--- config.mk ---
export PLATFORM = sky130hd
export DESIGN_NAME = hgcd_front
export DESIGN_NICKNAME = d
export VERILOG_FILES = /design/src/haversine_great_circle_distance_macros.svh /design/src/hgcd_pkg.sv /design/src/hgcd_front.sv
export SDC_FILE = /design/constraint.sdc
export NUM_CORES = 1
export LEC_CHECK = 0
export BUFFER_PORTS_ARGS = -buffer_cell sky130_fd_sc_hd__buf_2
export CAP_MARGIN = 20
export CORE_ASPECT_RATIO = 0.7
export CORE_MARGIN = 1.5
export CORE_UTILIZATION = 50
export DETAILED_ROUTE_END_ITERATION = 8
export MAX_ROUTING_LAYER = met4
export PLACE_DENSITY = 0.7
export SYNTH_ARGS = -nofsm -noshare
export SYNTH_HDL_FRONTEND = slang
export SYNTH_SLANG_ARGS = --single-unit
--- constraint.sdc ---
create_clock -name clk -period 12.6 [get_ports clk]
set_input_delay 0 -clock clk [delete_from_list [all_inputs] [get_ports clk]]
set_output_delay 0 -clock clk [all_outputs]
set_load 0.02 [all_outputs]
--- src/haversine_great_circle_distance_macros.svh ---
// Assertion macros shared by the distance block.
`ifndef HAVERSINE_GREAT_CIRCLE_DISTANCE_MACROS_SVH
`define HAVERSINE_GREAT_CIRCLE_DISTANCE_MACROS_SVH

// Asserts that a condition implies a consequent in the same cycle.
`define HGCD_ASSERT_IMP(label, ck, rs, cond, cons, msg) \
  label: assert property (@(posedge ck) disable iff (rs) (cond) |-> (cons)) else $error(msg);

// Asserts that a condition implies a consequent in the next cycle.
`define HGCD_ASSERT_NEXT(label, ck, rs, cond, cons, msg) \
  label: assert property (@(posedge ck) disable iff (rs) (cond) |=> (cons)) else $error(msg);

`endif

--- src/hgcd_pkg.sv ---
`timescale 1ns / 1ps
package hgcd_pkg;

  localparam int CORDIC_STEPS = 28;
  localparam int W = 36;
  localparam logic signed [W-1:0] QONE = 36'sd1073741824;
  localparam logic signed [W-1:0] GAIN_INV = 36'sd652032874;
  localparam logic [33:0] HU90 = 34'd1800000000;
  localparam logic [33:0] HU180 = 34'd3600000000;
  localparam logic [34:0] HU360 = 35'd7200000000;
  localparam logic [31:0] RAD_PER_HU = 32'd4024455254;
  localparam logic [22:0] RADIUS_RESET = 23'd6378137;
  localparam int QDEPTH = 4;
  localparam int QAW = 2;

  typedef logic signed [W-1:0] q_t;

  typedef struct packed {
    logic signed [34:0] d_lat;
    logic signed [34:0] d_lon;
    logic signed [34:0] lat_a2;
    logic signed [34:0] lat_b2;
  } angles_t;

  function automatic q_t atan_entry(input int i);
    q_t r;
    unique case (i)
      0: r = 36'sd843314857;   1: r = 36'sd497837829;
      2: r = 36'sd263043837;   3: r = 36'sd133525159;
      4: r = 36'sd67021687;    5: r = 36'sd33543516;
      6: r = 36'sd16775851;    7: r = 36'sd8388437;
      8: r = 36'sd4194283;     9: r = 36'sd2097149;
      10: r = 36'sd1048576;    11: r = 36'sd524288;
      12: r = 36'sd262144;     13: r = 36'sd131072;
      14: r = 36'sd65536;      15: r = 36'sd32768;
      16: r = 36'sd16384;      17: r = 36'sd8192;
      18: r = 36'sd4096;       19: r = 36'sd2048;
      20: r = 36'sd1024;       21: r = 36'sd512;
      22: r = 36'sd256;        23: r = 36'sd128;
      24: r = 36'sd64;         25: r = 36'sd32;
      26: r = 36'sd16;         27: r = 36'sd8;
      28: r = 36'sd4;          29: r = 36'sd2;
      30: r = 36'sd1;
      default: r = '0;
    endcase
    return r;
  endfunction

  function automatic q_t mulq(input q_t a, input q_t b);
    logic [W-1:0] ma;
    logic [W-1:0] mb;
    logic [2*W-1:0] p;
    q_t r;
    ma = a[W-1] ? W'(-a) : W'(a);
    mb = b[W-1] ? W'(-b) : W'(b);
    p = ma * mb + (72'd1 << 29);
    r = q_t'(p >> 30);
    return (a[W-1] != b[W-1]) ? -r : r;
  endfunction

endpackage

--- src/hgcd_front.sv ---
`timescale 1ns / 1ps
module hgcd_front (
  input  logic clk,
  input  logic rst,
  input  logic valid,
  output logic stall,
  input  logic signed [30:0] lat_a,
  input  logic signed [31:0] lon_a,
  input  logic signed [30:0] lat_b,
  input  logic signed [31:0] lon_b,
  output logic q_valid,
  input  logic q_pop,
  output hgcd_pkg::angles_t q_data
);

  hgcd_pkg::angles_t mem [hgcd_pkg::QDEPTH];
  logic [hgcd_pkg::QAW-1:0] wp;
  logic [hgcd_pkg::QAW-1:0] rp;
  logic [hgcd_pkg::QAW:0] cnt;
  logic push;
  hgcd_pkg::angles_t item;

  assign stall = (cnt == 3'(hgcd_pkg::QDEPTH));
  assign push = valid && !stall;
  assign q_valid = (cnt != '0);
  assign q_data = mem[rp];

  always_comb begin
    item.d_lat = 35'(lat_b) - 35'(lat_a);
    item.d_lon = 35'(lon_b) - 35'(lon_a);
    item.lat_a2 = 35'(lat_a) <<< 1;
    item.lat_b2 = 35'(lat_b) <<< 1;
  end

  always_ff @(posedge clk) begin
    if (push) begin
      mem[wp] <= item;
    end
    if (rst) begin
      wp <= '0;
      rp <= '0;
      cnt <= '0;
    end else begin
      if (push) begin
        wp <= wp + 1'b1;
      end
      if (q_pop) begin
        rp <= rp + 1'b1;
      end
      cnt <= cnt + 3'(push) - 3'(q_pop);
    end
  end

endmodule

Word level (Yosys, flattened, before mapping)
Memories as Yosys holds them, arrays and structs flattened. A register that Yosys moved wholly into a read port is not among the register bits.
Cells that the tools add are included.

cells by class
  $add $sub $neg = 6
  equality and inequality tests = 1
  multiplexer cells = 4
  reductions and logical operators = 3

operators with widths
  cell                                         count
  subtractor 32 x 32 -> 33 bit                 1
  subtractor 31 x 31 -> 32 bit                 1
  adder 2 x 1 -> 2 bit, second input constant  2
  2-to-1 mux 2 bit                             2
  adder 3 x 1 -> 3 bit                         1
  == test 3 bit, second input constant         1
  nonzero test 3 bit                           1
  subtractor 3 x 1 -> 3 bit                    1
  2-to-1 mux 1 bit                             2
  logical AND 1 bit                            1
  logical NOT 1 bit                            1

storage, ports and cells
  register bits after elaboration = 7
  RAM bits = 552
  input bits = 130
  output and inout bits = 142
  word-level logic and storage cells = 18
  memories kept = 1

memories
  name  words  bits a word  read ports  clocked after memory_dff  wr ports  line              source
  mem   4      138          1           1                         1         hgcd_front.sv:16  hgcd_pkg::angles_t mem [hgcd_pkg::QDEPTH];

Logic depth before layout (Yosys ltp)
Gate-level depths: netlist of run 1.

  word-level depth = 5
  gate-level depth with buffers = 11

Worst setup path after synthesis of run 1
OpenSTA, ideal clock, no wires.

  path type = register -> register
  from = reg cnt[2] (netlist bit)
  to = mem mem[0][0] (netlist bit) (enable)
  library setup time = 0.501 ns
  arrival time = 3.823 ns
  required time = 12.099 ns
  path slack = 8.275 ns
  stages on the path, launching flop included = 5
  buffers on the path = 1
  clock period less this slack = 4.325 ns
  cells stage by stage = dfxtp_1 -> nor3b_1 -> nor2b_1 -> clkbuf_1 -> and2_1

between the ends
  word-level cells in the longest chain between the ends = 5

ends and longest elaborated chain
  what                                    line              source
  start: declaration                      hgcd_front.sv:19  logic [hgcd_pkg::QAW:0] cnt;
  start signal: assignment                hgcd_front.sv:50  cnt <= cnt + 3'(push) - 3'(q_pop);
  == test 3 bit                           hgcd_front.sv:23  assign stall = (cnt == 3'(hgcd_pkg::QDEPTH));
  net stall                               hgcd_front.sv:6   output logic stall,
  logical NOT 1 bit                       hgcd_front.sv:24  assign push = valid && !stall;
  logical AND 1 bit                       hgcd_front.sv:24
  2-to-1 mux 1 bit                        hgcd_front.sv:36  if (push) begin
  2-to-1 mux 1 bit (implied by the code)  hgcd_front.sv:37  mem[wp] <= item;
  end: declaration                        hgcd_front.sv:16

The timed path passes the listed nets, and every way through them passes these cells.

==> results.yml, run 1 <==
timing:
  finalHoldViolations: 0
  slew_violations: 0
  setup_ws_ns: 9.33
  setup_violations: 0
  rsz0062_at_grt: "false"
  setup-tns-final_ns: 0
  period_needed_ns: 3.27
  period_share_pct: 26.0
  timing.hold.ws_ns: 0.0310
  fin_skew_ns: 0.0139
  worstMarginPinSlew_ns: 1.07
  timing.fmax_mhz: 306
  slew_headroom_pct: 28.9
critical_path:
  endpoint_kind: "primary output"
  slowest_stage: "dfxtp_4"
  worst_setup_path_start_kind: "flip-flop"
  r2r_slack_ns: 9.41
  r2r-start: "cnt[2]"
  required_ns: 12.60
  r2r_end: "mem[1][48]"
  arrival_ns: 3.27
  critPathBufInv: 2
  slowest_delay_ns: 0.92
  reg2reg_depth: 4
  path_delay_family: "buffers and inverters"
  cp_cell_sequence: "buf_4, mux4_2, buf_2"
  cp_max_fo: 47
  worst-setup-path-type: "flip-flop to primary output"
synth:
  yosys-mux-area-fraction_pct: 12.8
  ys_seq_area_share_pct: 68.5
  ys_ff_latch: 517
  synth-xor-area-share_pct: 2.06
  synth_compound_area_share_pct: 5.77
  synthCells: 1281
  yosysMostFrequentCell: "edfxtp_1"
  syn_area_um2: 22500
  synth_edf_count: 508
  synth_flop_cell: "edfxtp_1"
  ys_types: 71
  ys_warn_count: 0
  synth_top_family_by_area: "multiplexers"
  syn_avg_cell_area_um2: 17.6
  postSynth.asyncResetShare_pct: 0
  yosys.area_share.simple_pct: 3.82
  yosys-top-cells-area: "edfxtp_1, mux4_2, ha_1"
  synth.top_cell.area_share_pct: 67.7
  yosys.area.top_type: "edfxtp_1"
  synth_commonest_cells: "edfxtp_1, mux4_2, inv_1"
  synthAdderAreaFrac_pct: 4.10
final_layout:
  instances_no_fill: 2252
  diodes: 0
  fin_area_um2: 26500
  multiInputGateArea_um2: 6460
  areaGrowthSynthToFinish_pct: 17.9
  regArea_um2: 15400
  fillers: 3315
  final_layout_size_suffix_gt1_share_pct: 29.7
  fin_util_pct: 60.3
  nets: 1826
status:
  status: "finished, final reports clean"
clock_network:
  clk_transition_reported_paths_ns: 0.07
  postCtsHoldBufs: 71
  htreeDepth: 2
  cts_max_path_buffers: 3
  cts_tree: "done"
  postCtsSetupRepairBufs: 0
  numCtsBuffers: 49
  clk-insertion-delay-late_ns: 0.56
  cts_resized: 0
  root_buffer: "clkbuf_16"
  cts.sinks: 517
placement:
  dp.cells: 2096
  hpwl_mm: 30.2
  gp_congestion: 0.822
  place_area_um2: 24400
  dpl_worst_slack_ns: 9.37
  port_buffers: 269
global_routing:
  grt_overflow: 0
  track_usage_pct: 20.9
  grt_max_degree: 72
  antenna_found_initial: 0
  grt_pass1_wl_mm: 72.4
  grt_pass1_vias: 12622
power_and_ir_drop:
  combPwrFrac_pct: 20.5
  pwr-share-seq_pct: 49.2
  power.total_mw: 4.48
  p_leak_nw: 9.62
  switching_power_mw: 1.22
  p_clk_share_pct: 30.2
  ir_worst_vdd_mv: 0.0800
  powerDensity_nw_per_um2: 169
  power.share.switching_pct: 27.3
  p_int_mw: 3.26
floorplan:
  ioPinCount: 272
  die_area_um2: 46300
  coreArea_um2: 44000
  rows: 64
  initial_core_util_pct: 51.1
  fp.dieW_um: 257
  die_height_um: 181
route:
  dr_wl_met2_mm: 22.6
  met1_length_mm: 20.7
  wl_mm: 46.7
  dr.pass1.iters: 7
  drc: 0
  post_drt_via_cell_ratio: 5.56
  dr.max_layer_used: "met4"
  vias: 12530
  wire_per_inst_um: 20.8
  ant_nets: 0
  dr_wl_met3_mm: 2.79
  first_iter_violations: 903
hold_path:
  hold_start: "lon_b[29]"
  min_path_cells: 3
  hold_path_class: "input pin to flip-flop"
  hold_path_end: "mem[1][97]"
flow_run:
  maxCapViolCount: 0
area by class of cell:
| type | instances | share of cell area, % |
|---|---|---|
| flip-flops and latches | 517 | 58.2 |
| well taps | 594 | 2.80 |
| clock buffers | 68 | 5.05 |
| multi-input cells | 620 | 24.3 |
| inverters | 87 | 1.23 |
| repair buffers | 349 | 8.00 |
| clock inverters | 17 | 0.424 |
worst register-to-register path, cell delays in order (launching register included):
cell and delay, ns:
dfxtp_1 0.33, nor3b_1 0.15, nor2b_1 0.42, and2_4 0.82
buf_4 0.98
state kept, by name (all words and copies together) (netlist names), named ones only:
register and count:
wp 2, cnt 3, mem 508, rp 2
worst max-delay path by stage:
stage                         start     endpoint  slack [ns]  cells past startpoint
after floorplan              cnt[2]    mem[0][0]        8.28                      4
after global placement       cnt[2]    mem[3][9]        9.43                      4
after detailed placement     cnt[2]    mem[1][8]        9.37                      4
after CTS                 flip-flop  q_data[138]        9.18                      3
after global routing      flip-flop   q_data[93]        9.02                      3
final                     flip-flop   q_data[93]        9.33                      3
power groups by stage:
| stage | registers [mW] | clock network (mW) | logic, mW |
|---|---|---|---|
| after floorplan | 2.24 | 0 | 0.631 |
| final | 2.21 | 1.35 | 0.921 |
| after global routing | 2.23 | 1.45 | 0.995 |
| after global placement | 2.24 | 0 | 0.906 |
| after CTS | 2.21 | 1.39 | 0.939 |
| after detailed placement | 2.25 | 0 | 0.917 |
layer usage:
metal,track usage [%],up-vias
met5,-,-
met1,28.6,6332
met2,33.4,383
met3,3.52,55
met4,4.26,0
li1,-,5760
cells in the final DEF, fill, tap and decap left out, types with 4 or more instances in the layout:
master / instances
nand4_1: 7
xor2_1: 22
xnor2_1: 31
dlygate4sd3_1: 71
inv_1: 87
clkinv_2: 7
edfxtp_1: 508
o31ai_1: 4
o211ai_1: 7
a21o_1: 27
nand3_1: 12
o31a_1: 4
o21a_1: 6
buf_4: 9
nand2b_1: 11
a21oi_1: 49
a211oi_1: 5
clkinv_1: 6
clkbuf_1: 17
o21ai_0: 23
a31oi_1: 13
nand2_1: 41
buf_2: 269
clkbuf_16: 51
mux4_2: 127
nor3_1: 8
dfxtp_1: 7
ha_1: 69
and3_1: 9
o21ai_1: 16
and2_4: 4
nor2b_1: 11
nor2_1: 48
cell families after synthesis:
kind of cell             after synthesis
other                                  1
flip-flops                           517
buffers and inverters                145
XOR/XNOR                              53
multiplexers                         130
adder cells (fa/ha/maj)               72
AO/OA/AOI/OAI                        191
AND/OR/NAND/NOR                      172
No activity file was read; power rests on OpenSTA's default activity.
==> run 2: changes to the inputs <==
Clock period 12.6 ns to 3.4 ns, I/O delays scaled along.
==> run 2 against run 1 <==
Effect of this change:
- worst hold slack improved by 0.0058 ns
- clock-buffer cell count fell by 4
- utilization up 0.52 points
- global-route usage decreased by 0.27 points
- register-to-register slack worse by 8.3 ns
- sequential power rose to 3.7 times the previous value
- first-iteration DRC count fell by 2.1%
- wire length shrank 1.4%
- sequential cell count stayed put
- non-clock buffer count rose by 8
- largest cell class unchanged
==> results.yml, run 2 (synthesis results as in run 1) <==
timing:
  rsz0062_at_grt: "false"
  timing.fmax_mhz: 359
  period_share_pct: 81.8
  period_needed_ns: 2.78
  setup_violations: 0
  setup-tns-final_ns: 0
  worstMarginPinSlew_ns: 0.810
  fin_skew_ns: 0.0100
  slew_headroom_pct: 46.0
  slew_violations: 0
  finalHoldViolations: 0
route:
  drc: 0
  dr.max_layer_used: "met4"
  dr.pass1.iters: 5
  post_drt_via_cell_ratio: 5.55
  first_iter_violations: 884
  wire_per_inst_um: 20.4
  dr_wl_met3_mm: 2.81
  ant_nets: 0
  vias: 12552
  wl_mm: 46.1
  dr_wl_met2_mm: 22.3
  met1_length_mm: 20.2
floorplan:
  die_height_um: 181
  fp.dieW_um: 257
  coreArea_um2: 44000
  die_area_um2: 46300
  initial_core_util_pct: 51.1
  ioPinCount: 272
  rows: 64
final_layout:
  top_regs: "mem (508), cnt (3)"
  final_layout_size_suffix_gt1_share_pct: 29.8
  fillers: 3285
  layout.cells.most_common_list: "edfxtp_1, buf_2, mux4_2"
  nets: 1834
  final_common_cell: "edfxtp_1"
  largest_register_ff_count: 508
  diodes: 0
  fin_util_pct: 60.8
  regMostFlops: "mem"
  areaGrowthSynthToFinish_pct: 18.9
power_and_ir_drop:
  switching_power_mw: 4.55
  p_int_mw: 12.2
  powerDensity_nw_per_um2: 625
  p_leak_nw: 9.70
  ir_worst_vdd_mv: 0.294
  pwr-share-seq_pct: 48.7
  p_clk_share_pct: 30.5
  power.share.switching_pct: 27.2
  combPwrFrac_pct: 20.9
critical_path:
  slowest_delay_ns: 0.54
  worst_setup_path_start_kind: "input pin"
  required_ns: 3.75
  cp_cell_sequence: "dlygate4sd3_1, buf_2, ha_1, fa_1, nor2b_1, o31a_1, a2bb2oi_2, a31oi_2, o2111ai_1, a31oi_1, o21ai_1, xor2_1"
  slowest_stage: "dlygate4sd3_1"
  cp_max_fo: 5
  worst-setup-path-type: "input pin to flip-flop"
  arrival_ns: 3.13
  endpoint_kind: "flip-flop"
clock_network:
  numCtsBuffers: 49
  root_buffer: "clkbuf_16"
  clk_transition_reported_paths_ns: 0.06
  cts.sinks: 517
  postCtsSetupRepairBufs: 0
  cts_max_path_buffers: 3
  cts_resized: 0
  cts_tree: "done"
  clk-insertion-delay-late_ns: 0.55
  htreeDepth: 2
global_routing:
  grt_pass1_wl_mm: 72.6
  grt_overflow: 0
  grt_max_degree: 61
  antenna_found_initial: 0
  track_usage_pct: 20.6
  grt_pass1_vias: 12851
placement:
  hpwl_mm: 29.8
  gp_congestion: 0.859
  port_buffers: 269
hold_path:
  hold_path_class: "input pin to flip-flop"
status:
  status: "finished, final reports clean"
flow_run:
  maxCapViolCount: 0
==> run 2: cell types whose count changed in the layout (fill, tap and decap cells not counted), sizes merged <==
cell / delta
clkbuf: -4
clkinv: +5
bufinv: +2
buf: +8
inv: -2
==> run 2: cell type report <==
class	count	area, µm²	share of cell area (%)
Clock buffer	64	1280	4.79
Timing Repair Buffer	357	2350	8.77
Multi-Input combinational cell	620	6460	24.1
Inverter	87	327	1.22
Sequential cell	517	15400	57.7
Clock inverter	22	176	0.659
Tap cell	594	743	2.78
==> run 2: power groups by stage <==
stage	sequential, mW	clock (mW)	combinational (mW)
global route	8.20	5.47	3.77
global placement	8.24	0	3.41
finish	8.14	5.09	3.49
detailed placement	8.28	0	3.46
floorplan	8.23	0	2.34
CTS	8.14	5.22	3.55
==> run 2: per-stage QoR <==
stage	power [mW]	cells	hold WS (ns)	worst slack (ns)	instance area (µm²)
floorplan	10.6	1282	0.0716	0.485	22500
global placement	11.7	2104	0.230	0.656	24600
detailed placement	11.7	2104	0.241	0.634	24600
CTS	16.9	2261	0.0123	0.649	26800
global route	17.4	2261	0.0707	0.472	26800
finish	16.7	2261	0.0368	0.618	26800
==> run 2: timing repair <==
action | CTS | global route
endpoints found under the hold margin | 277 | 0
setup endpoints to repair | 0 | 0
hold buffers | 71 | 0
==> run 2: worst paths after layout <==
kind	startpoint	endpoint	slack, ns	cells past startpoint
worst min register to register	wp[1]	wp[1]	0.56	2
worst min-delay path	lon_b[29]	mem[3][97]	0.04	3
worst max register to register	cnt[2]	mem[0][0]	1.11	4
worst max-delay path	lat_a[0]	mem[0][131]	0.62	12
==> run 2: critical path: cells and delay by family <==
kind                       cells  cell delay, ns
AOI/OAI and AO/OA              6            1.30
xor gates and xnor gates       1            0.29
adders and majority gates      2            0.66
buffers and inverters          2            0.70
and+or+nand+nor                1            0.17
==> run 2: routing by layer <==
| metal | up-vias | track usage (%) |
|---|---|---|
| met5 | - | - |
| met4 | 0 | 4.02 |
| met3 | 57 | 3.80 |
| met2 | 377 | 33.3 |
| met1 | 6332 | 27.8 |
| li1 | 5786 | - |
==> run 3: changes to the inputs <==
Settings changed: ABC_AREA set to 1.
Clock period 3.4 ns to 2.58 ns, I/O delays scaled along.
==> run 3 against run 2 <==
Effect of this change:
- global-route usage up 5.2 points
- clock power up 26%
- setup slack worse by 0.48 ns
- worst hold slack worse by 0.015 ns
- wire length up 38%
- final cell count up 50%
- sequential cell count unchanged
- synthesized cell count up 86%
- final area up 6.3%
==> results.yml, run 3 <==
status:
  status: "finished, final reports clean"
clock_network:
  numCtsBuffers: 48
  cts_max_path_buffers: 3
  cts.sinks: 517
  postCtsSetupRepairBufs: 0
  htreeDepth: 2
  cts_tree: "done"
  root_buffer: "clkbuf_16"
  clk_transition_reported_paths_ns: 0.06
  clk-insertion-delay-late_ns: 0.56
synth:
  syn_avg_cell_area_um2: 10.2
  postSynth.asyncResetShare_pct: 0
  synth_commonest_cells: "edfxtp_1, nand2_1, nor2_1"
  ys_seq_area_share_pct: 63.6
  yosysMostFrequentCell: "edfxtp_1"
  yosys-top-cells-area: "edfxtp_1, nand2_1, nor2_1"
  ys_warn_count: 0
  synth_edf_count: 508
  synthCells: 2389
  ys_types: 35
  ys_ff_latch: 517
  synth_flop_cell: "edfxtp_1"
  yosys.area.top_type: "edfxtp_1"
  syn_area_um2: 24300
  synth.top_cell.area_share_pct: 62.9
final_layout:
  fin_util_pct: 59.5
  layout.cells.most_common_list: "edfxtp_1, nand2_1, nor2_1"
  areaGrowthSynthToFinish_pct: 17.3
  fillers: 3976
  instances_no_fill: 3397
  nets: 2907
  largest_register_ff_count: 508
  final_layout_size_suffix_gt1_share_pct: 13.9
  final_common_cell: "edfxtp_1"
  top_regs: "mem (508), cnt (3)"
  regMostFlops: "mem"
floorplan:
  initial_core_util_pct: 50.7
  fp.dieW_um: 266
  coreArea_um2: 47900
  ioPinCount: 272
  die_height_um: 187
  rows: 67
  die_area_um2: 49900
critical_path:
  worst-setup-path-type: "input pin to flip-flop"
  cp_max_fo: 5
  required_ns: 2.84
  arrival_ns: 2.70
  reg2reg_depth: 9
  worst_setup_path_start_kind: "input pin"
  endpoint_kind: "flip-flop"
route:
  post_drt_via_cell_ratio: 5.28
  first_iter_violations: 1818
  vias: 17952
  drc: 0
  dr.pass1.iters: 5
  wire_per_inst_um: 18.7
  wl_mm: 63.6
  ant_nets: 0
timing:
  worstMarginPinSlew_ns: 0.816
  period_needed_ns: 2.44
  setup_violations: 0
  fin_skew_ns: 0.0151
  period_share_pct: 94.6
  slew_violations: 0
  finalHoldViolations: 0
  timing.fmax_mhz: 410
  rsz0062_at_grt: "false"
  slew_headroom_pct: 45.6
placement:
  port_buffers: 269
  dp.cells: 3241
  hpwl_mm: 43.0
  gp_congestion: 0.989
flow_run:
  maxCapViolCount: 0
global_routing:
  grt_max_degree: 163
  grt_pass1_vias: 16512
  grt_pass1_wl_mm: 95.9
  track_usage_pct: 25.8
  grt_overflow: 0
  antenna_found_initial: 2
hold_path:
  min_path_cells: 4
  hold_path_class: "input pin to flip-flop"
power_and_ir_drop:
  ir_worst_vdd_mv: 0.492
  powerDensity_nw_per_um2: 763
  p_leak_nw: 12.0
  power.total_mw: 21.7
[run 3: cell count changes after synthesis, sizes merged, moves of 9 or more]
cell    delta
inv      +234
o22ai    +127
nand2b    -11
mux4     -127
nand2    +455
xnor2     -28
o21ai    +213
and3       -9
nand3     +37
nor2     +298
a21o      -27
nor2b     -11
a31oi     -14
clkbuf    +39
[run 3: cell families after synthesis]
kind of cell,count (synthesis),synth area share [%]
compound gates,433,9.70
flops,517,63.6
buf+inv,422,7.08
other cells,1,0.0155
xor+xnor,30,1.08
fa+ha+maj,72,3.80
simple gates,914,14.7
[run 3: final timing paths]
| check | startpoint | endpoint | slack (ns) |
|---|---|---|---|
| worst min-delay path | lon_b[1] | mem[0][69] | 0.02 |
| worst max-delay path | lat_b[0] | mem[3][115] | 0.14 |
| worst max register to register | cnt[1] | cnt[2] | 0.42 |
| worst min register to register | rp[1] | flip-flop | 0.52 |
[run 3: layout make-up]
type | instances | area, µm² | area share (%)
clock inverters | 19 | 95.1 | 0.334
diodes | 3 | 7.51 | 0.0264
multi-input cells | 1451 | 7160 | 25.2
well taps | 655 | 820 | 2.88
repair buffers | 364 | 2430 | 8.54
inverters | 323 | 1220 | 4.30
flip-flops and latches | 517 | 15400 | 54.2
clock buffers | 65 | 1290 | 4.52
[run 3: per-stage QoR]
stage | setup WS, ns | hold slack (ns) | area, µm² | setup TNS [ns]
6_report | 0.140 | 0.0215 | 28500 | 0
3_3_place_gp | 0.187 | 0.227 | 26400 | 0
3_5_place_dp | 0.199 | 0.233 | 26400 | 0
5_1_grt | 0.0250 | 0.0296 | 28500 | 0
4_1_cts | 0.189 | 0.0127 | 28500 | 0
2_1_floorplan | -0.495 | 0.0989 | 24300 | -243.81
[run 3: routing by layer]
| layer | up-vias | global-route usage, % | share of wire (%) |
|---|---|---|---|
| met1 | 8527 | 39.1 | 47 |
| met5 | - | - | 0 |
| li1 | 8672 | - | - |
| met3 | 71 | 4.91 | 9.0 |
| met2 | 682 | 36.8 | 43 |
| met4 | 0 | 3.98 | 1.2 |
[run 3: timing repair]
| item | CTS | global route |
|---|---|---|
| hold buffers | 69 | 0 |
| endpoints found under the setup margin | 0 | 0 |
| gates resized for setup | 0 | 0 |
| endpoints found under the hold margin | 270 | 0 |
[run 3: power by group]
part / switching [mW] / internal, mW / total [mW]
sequential: 0.213 / 10.5 / 10.7
clock: 2.92 / 3.48 / 6.40
combinational: 3.31 / 1.33 / 4.64
total: 6.44 / 15.3 / 21.7
[run 3: critical path, cell delays in order]
cell,delay [ns]
dlygate4sd3_1,0.52
buf_2,0.15
inv_1,0.07
ha_1,0.23
fa_1,0.42
inv_1,0.13
nand3_1,0.09
nand3_1,0.16
nand3_1,0.09
nand3_1,0.22
xor2_1,0.60
